<file path="config.mk">
export PLATFORM = sky130hd
export DESIGN_NAME = mts_lane
export DESIGN_NICKNAME = d
export VERILOG_FILES = /design/src/mts_pkg.sv /design/src/mts_cell.sv /design/src/mts_lane.sv
export SDC_FILE = /design/constraint.sdc
export NUM_CORES = 2
export LEC_CHECK = 0
export BUFFER_PORTS_ARGS = -buffer_cell sky130_fd_sc_hd__buf_4
export CAP_MARGIN = 20
export CELL_PAD_IN_SITES_DETAIL_PLACEMENT = 0
export CELL_PAD_IN_SITES_GLOBAL_PLACEMENT = 1
export CORE_ASPECT_RATIO = 0.8
export CORE_UTILIZATION = 30
export DETAILED_ROUTE_END_ITERATION = 6
export GPL_TIMING_DRIVEN = 1
export HOLD_SLACK_MARGIN = 0.12
export PLACE_DENSITY_LB_ADDON = 0.2
export SLEW_MARGIN = 15
export SYNTH_ARGS = -nofsm -noshare
export SYNTH_HDL_FRONTEND = slang
export SYNTH_HIERARCHICAL = 1
export SYNTH_SLANG_ARGS = --single-unit
</file>
<file path="constraint.sdc">
create_clock -name clk -period 2.3 [get_ports clk]
set_input_delay 0.46 -clock clk [delete_from_list [all_inputs] [get_ports clk]]
set_output_delay 0.46 -clock clk [all_outputs]
set_load 0.005 [all_outputs]
</file>
<file path="src/mts_pkg.sv">
// Package with the shared types and constants of the min tracking stack.
`timescale 1ns / 1ps
package mts_pkg;

  localparam int STACK_DEPTH = 128;
  localparam int VALUE_WIDTH = 32;
  localparam int CNT_W       = $clog2(STACK_DEPTH + 1);

  typedef logic signed [VALUE_WIDTH-1:0] value_t;
  typedef logic [CNT_W-1:0]              count_t;

  typedef enum logic {
    OP_PUSH = 1'b0,
    OP_POP  = 1'b1
  } op_t;

  typedef enum logic [1:0] {
    ST_OK    = 2'd0,
    ST_FULL  = 2'd1,
    ST_EMPTY = 2'd2
  } status_t;

  typedef struct packed {
    logic   operation;
    value_t push_value;
  } in_word_t;

  typedef struct packed {
    status_t status;
    value_t  popped_value;
    value_t  top_value;
    value_t  min_value;
    logic    not_empty;
  } out_word_t;

  typedef struct packed {
    logic push;
    logic pop;
  } shift_ctl_t;

endpackage

</file>
<file path="src/mts_cell.sv">
// One stack cell that takes its neighbor's entry on a push or a pop.
`timescale 1ns / 1ps
module mts_cell (
  input  logic               clk,
  input  mts_pkg::shift_ctl_t ctl,
  input  mts_pkg::value_t    above,
  input  mts_pkg::value_t    below,
  output mts_pkg::value_t    q
);
  import mts_pkg::*;

  value_t data_r;
  value_t data_nxt;

  always_comb begin
    data_nxt = data_r;
    if (ctl.push) begin
      data_nxt = above;
    end else if (ctl.pop) begin
      data_nxt = below;
    end
  end

  always_ff @(posedge clk) begin
    data_r <= data_nxt;
  end

  assign q = data_r;

endmodule

</file>
<file path="src/mts_lane.sv">
// Row of stack cells with the top entry in cell zero.
`timescale 1ns / 1ps
module mts_lane (
  input  logic                clk,
  input  mts_pkg::shift_ctl_t ctl,
  input  mts_pkg::value_t     din,
  output mts_pkg::value_t     head0,
  output mts_pkg::value_t     head1
);
  import mts_pkg::*;

  value_t cell_q [STACK_DEPTH];

  for (genvar i = 0; i < STACK_DEPTH; i++) begin : g_cell
    value_t above;
    value_t below;
    if (i == 0) begin : g_first
      assign above = din;
    end else begin : g_mid_a
      assign above = cell_q[i-1];
    end
    if (i == STACK_DEPTH - 1) begin : g_last
      assign below = cell_q[i];
    end else begin : g_mid_b
      assign below = cell_q[i+1];
    end
    mts_cell u_cell (
      .clk   (clk),
      .ctl   (ctl),
      .above (above),
      .below (below),
      .q     (cell_q[i])
    );
  end

  assign head0 = cell_q[0];
  assign head1 = cell_q[1];

endmodule

</file>
## After elaboration in Yosys (flattened, before gate mapping)

Index checks and enable logic that the tools add are counted.

- Flip-flop bits (word level): 4096
- Input bits: 35
- Output and inout bits: 64
- Word-level logic and storage cells: 383

- Mux-type cells: 254
- Reductions and logical operators: 1

Operators by type and width:

| cell | count |
|---|---|
| $mux 32 | 254 |
| $reduce_bool 2->1 | 1 |

## Longest topological paths before layout

- Depth after elaboration: 2
- Depth in mapped cells: 3
- Mapped depth without buffers: 1

## Hierarchy

Netlist, hierarchy kept.

Modules (own cells, without submodules):

| module | instances | cells each | area an instance (sq um) | sequential area each (sq um) |
|---|---|---|---|---|
| mts_cell | 128 | 69 | 1507.7 | 960.9 |

## Least setup slack after synthesis

OpenSTA, ideal clock, no wires.

- Path kind: input to register
- From: input ctl[1] (netlist name)
- To: register g_cell[0].u_cell.data_r[0], enable pin
- Library setup time: 0.390 ns
- Arrival: 1.482 ns
- Setup slack: 0.427 ns
- Cell stages on the path: 3
- Cell sequence: buf_6 buf_12 or2_1

- Word-level cells in the longest chain between the ends: 1

Ends and longest elaborated chain:

| element | RTL line | RTL |
|---|---|---|
| start, declared | mts_lane.sv:5 | `input mts_pkg::shift_ctl_t ctl,` |
| $reduce_bool 2->1 (no line) | n/a |  |
| end signal, assigned | mts_cell.sv:25 | `data_r <= data_nxt;` |
| end, declared | mts_cell.sv:12 | `value_t data_r;` |

No other way between the ends.
A chain may end at the register's enable or synchronous reset.

## Worst setup path after layout

- From: register g_cell[1].u_cell.data_r[9]
- To: output head1[9]

RTL lines:

| element | RTL line | RTL |
|---|---|---|
| start, declared | mts_cell.sv:12 |  |
| start signal, assigned | mts_cell.sv:25 |  |
| end, declared | mts_lane.sv:8 | `output mts_pkg::value_t head1` |

No word-level cell between the ends.

==> metrics.md <==
| Metric | Value |
|---|---|
| Largest net degree at the start of global routing | `61` |
| Routed length on met3 | `13600 um` |
| Synth-to-Final Area Change | `12.6%` |
| Post-DP HPWL | `266000 um` |
| Post-synthesis sequential area ratio | `0.637` |
| Grt ovf | `0` |
| #FFs+latches synth | `4096` |
| I/O Buffers | `98` |
| Worst skew pair latency | `1040 ps` |
| HP Start | `din[17]` |
| Crit share post-route | `0.943` |
| Postcts setup bufs | `0` |
| Met1 WL | `216000 um` |
| Net Switching | `49.1 mW` |
| GPL Wtd Cong | `0.698` |
| Largest register FFs | `4096` |
| Tot Pwr | `210 mW` |
| Critical path, cell by cell | `buf_4` |
| Mapped cell area | `193000 sq um` |
| Number of global-route vias before repair | `84400` |
| DR pass1 iterations | `7` |
| Sequential share of power | `0.532` |
| RSZ-0062 raised after global routing | `no` |
| Synthesized instance count | `8832` |
| Final hold vios | `0` |
| Skew final | `91.5 ps` |
| Site Rows | `263` |
| Critical path startpoint | `g_cell[1].u_cell/q[9]$_DFFE_PP_` |
| Final Setup Violations | `0` |
| # nets final | `9468` |
| Routed wire length | `383000 um` |
| Sw Share | `0.234` |
| DRT antenna net count | `0` |
| CP Launch Type | `flop` |
| Routed via count | `79800` |
| Min Tclk post-route | `2170 ps` |
| P_int | `161 mW` |
| Chip Width | `899 um` |
| Antenna violations before repair | `2` |
| CTS Sinks | `4096` |
| Maximum vdd drop | `655 uV` |
| Max stage delay on crit path | `500 ps` |
| Placed cell areas | `203000 sq um` |
| Die footprint | `647000 sq um` |
| Crit path arrival time | `1710 ps` |
| Max H-tree Level | `5` |
| Clock Power Share | `0.335` |
| Core area | `641000 sq um` |
| DRC viols | `78` |
| Max Freq | `0.461 GHz` |
| CTS tree | `built` |
| Comb pwr share | `0.133` |
| Max cap viols | `0` |
| Initial core utilization | `0.301` |
| Mapped Nets | `8867` |
| Worst r2r src | `g_cell[87].u_cell/q[26]$_DFFE_PP_` |
| Count of cell types in the netlist | `6` |
| Post-cts resize count | `0` |
| Worst hold path class | `in2reg` |
| Clock-pin slew on the worst setup and hold paths | `60 ps` |
| Die Height | `719 um` |
| Min Hold Slack | `296 ps` |
| Mean post-synth cell area | `21.9 sq um` |
| Via density | `4.36` |
| Layout Cells excl Fill | `18300` |
| CP bufs+invs | `1` |
| Critical path type | `reg2out` |
| Fillers | `60000` |
| Synth Warn # | `6` |
| Pwr per Cell Area | `965 nW/um^2` |
| Highest routed metal layer | `met4` |
| Total length of routed met2 wires | `146000 um` |
| Worst-path fanout max | `3` |
| Share of layout cells above drive strength 1 | `0.540` |
| Required @ worst endpoint | `1840 ps` |
| Placed insts | `17400` |
| GRT Total Usage | `0.115` |
| Slowest CP cell | `edfxtp_1` |
| DR iter-0 viols | `5899` |
| Clock Path Buffers | `4` |
| Failing checks | `DRC` |
| Final WS setup | `131 ps` |
| Crit path max-delay family | `flip-flops` |
| Post-placement setup slack | `25.4 ps` |
| Leakage | `85.6 nW` |
| Outcome | `finished, violations left` |
| Routed WL per cell | `21.0 um` |
| Root buffer cell | `clkbuf_16` |
| Num ports | `99` |
| Pins Over Slew Limit | `0` |
| Slew @ Worst Pin | `517 ps` |
| CP Capture Type | `primary output` |
| Max transition margin | `0.655` |
| Util after Layout | `0.339` |
| First-pass GRT wire length | `582000 um` |
| Setup TNS | `0 ps` |
| FF-to-FF setup slack | `1130 ps` |
| CTS Buf Count | `457` |
| Final non-filler cell area | `217000 sq um` |
[layer usage]
| metal | track usage | vias up |
|---|---|---|
| met4 | 0.0258 | 0 |
| met5 | 0 | - |
| li1 | - | 36100 |
| met1 | 0.195 | 41900 |
| met3 | 0.0149 | 551 |
| met2 | 0.148 | 1203 |
[power groups by stage]
stage | clock network, mW | registers [mW] | logic (mW)
after CTS | 73.0 | 112 | 28.2
after floorplan | 0 | 106 | 25.3
final | 70.2 | 112 | 28.0
after global placement | 0 | 113 | 27.2
after global routing | 75.6 | 113 | 29.9
after detailed placement | 0 | 113 | 27.9
[cell usage in the layout (no fill, tap or decap), drive strengths merged]
master,n
clkbuf,597
diode,3
edfxtp,4096
buf,621
dlygate4sd3,33
or2,128
clkinvlp,5
clkinv,199
bufinv,25
mux2,4096
inv,13
[cell usage after synthesis]
cell      number  area share
buf_12       384       0.040
buf_6        128      0.0075
mux2_2       384       0.022
mux2_4      3712        0.29
or2_1        128      0.0041
edfxtp_1    4096        0.64
[final timing paths]
kind                                        end  cells after the start
max                                    head1[9]                      1
min            g_cell[0].u_cell/q[17]$_DFFE_PP_                      3
max reg2reg   g_cell[88].u_cell/q[26]$_DFFE_PP_                      1
min reg2reg  g_cell[108].u_cell/q[30]$_DFFE_PP_                      1
[repair_timing]
item	CTS	global route
hold buffers	33	0
endpoints found under the setup margin	0	0
endpoints found under the hold margin	63	0
[kinds of logic (layout without fill, tap and decap cells)]
group	after synthesis	after routing	share of synthesized area
buffers and inverters	512	1493	0.0473
flip-flops	4096	4096	0.637
multiplexers	4096	4096	0.311
other	0	3	0
AND/OR/NAND/NOR	128	128	0.00415
[final cells by class]
class | count | area [sq um] | share of cell area
Tap cell | 8480 | 10600 | 0.0488
Clock buffer | 597 | 12100 | 0.0557
Timing Repair Buffer | 654 | 8630 | 0.0397
Sequential cell | 4096 | 123000 | 0.566
Multi-Input combinational cell | 4224 | 60900 | 0.280
Antenna cell | 3 | 7.51 | 0.0000346
Clock inverter | 242 | 2030 | 0.00933
(Power assumes the default switching activity.)
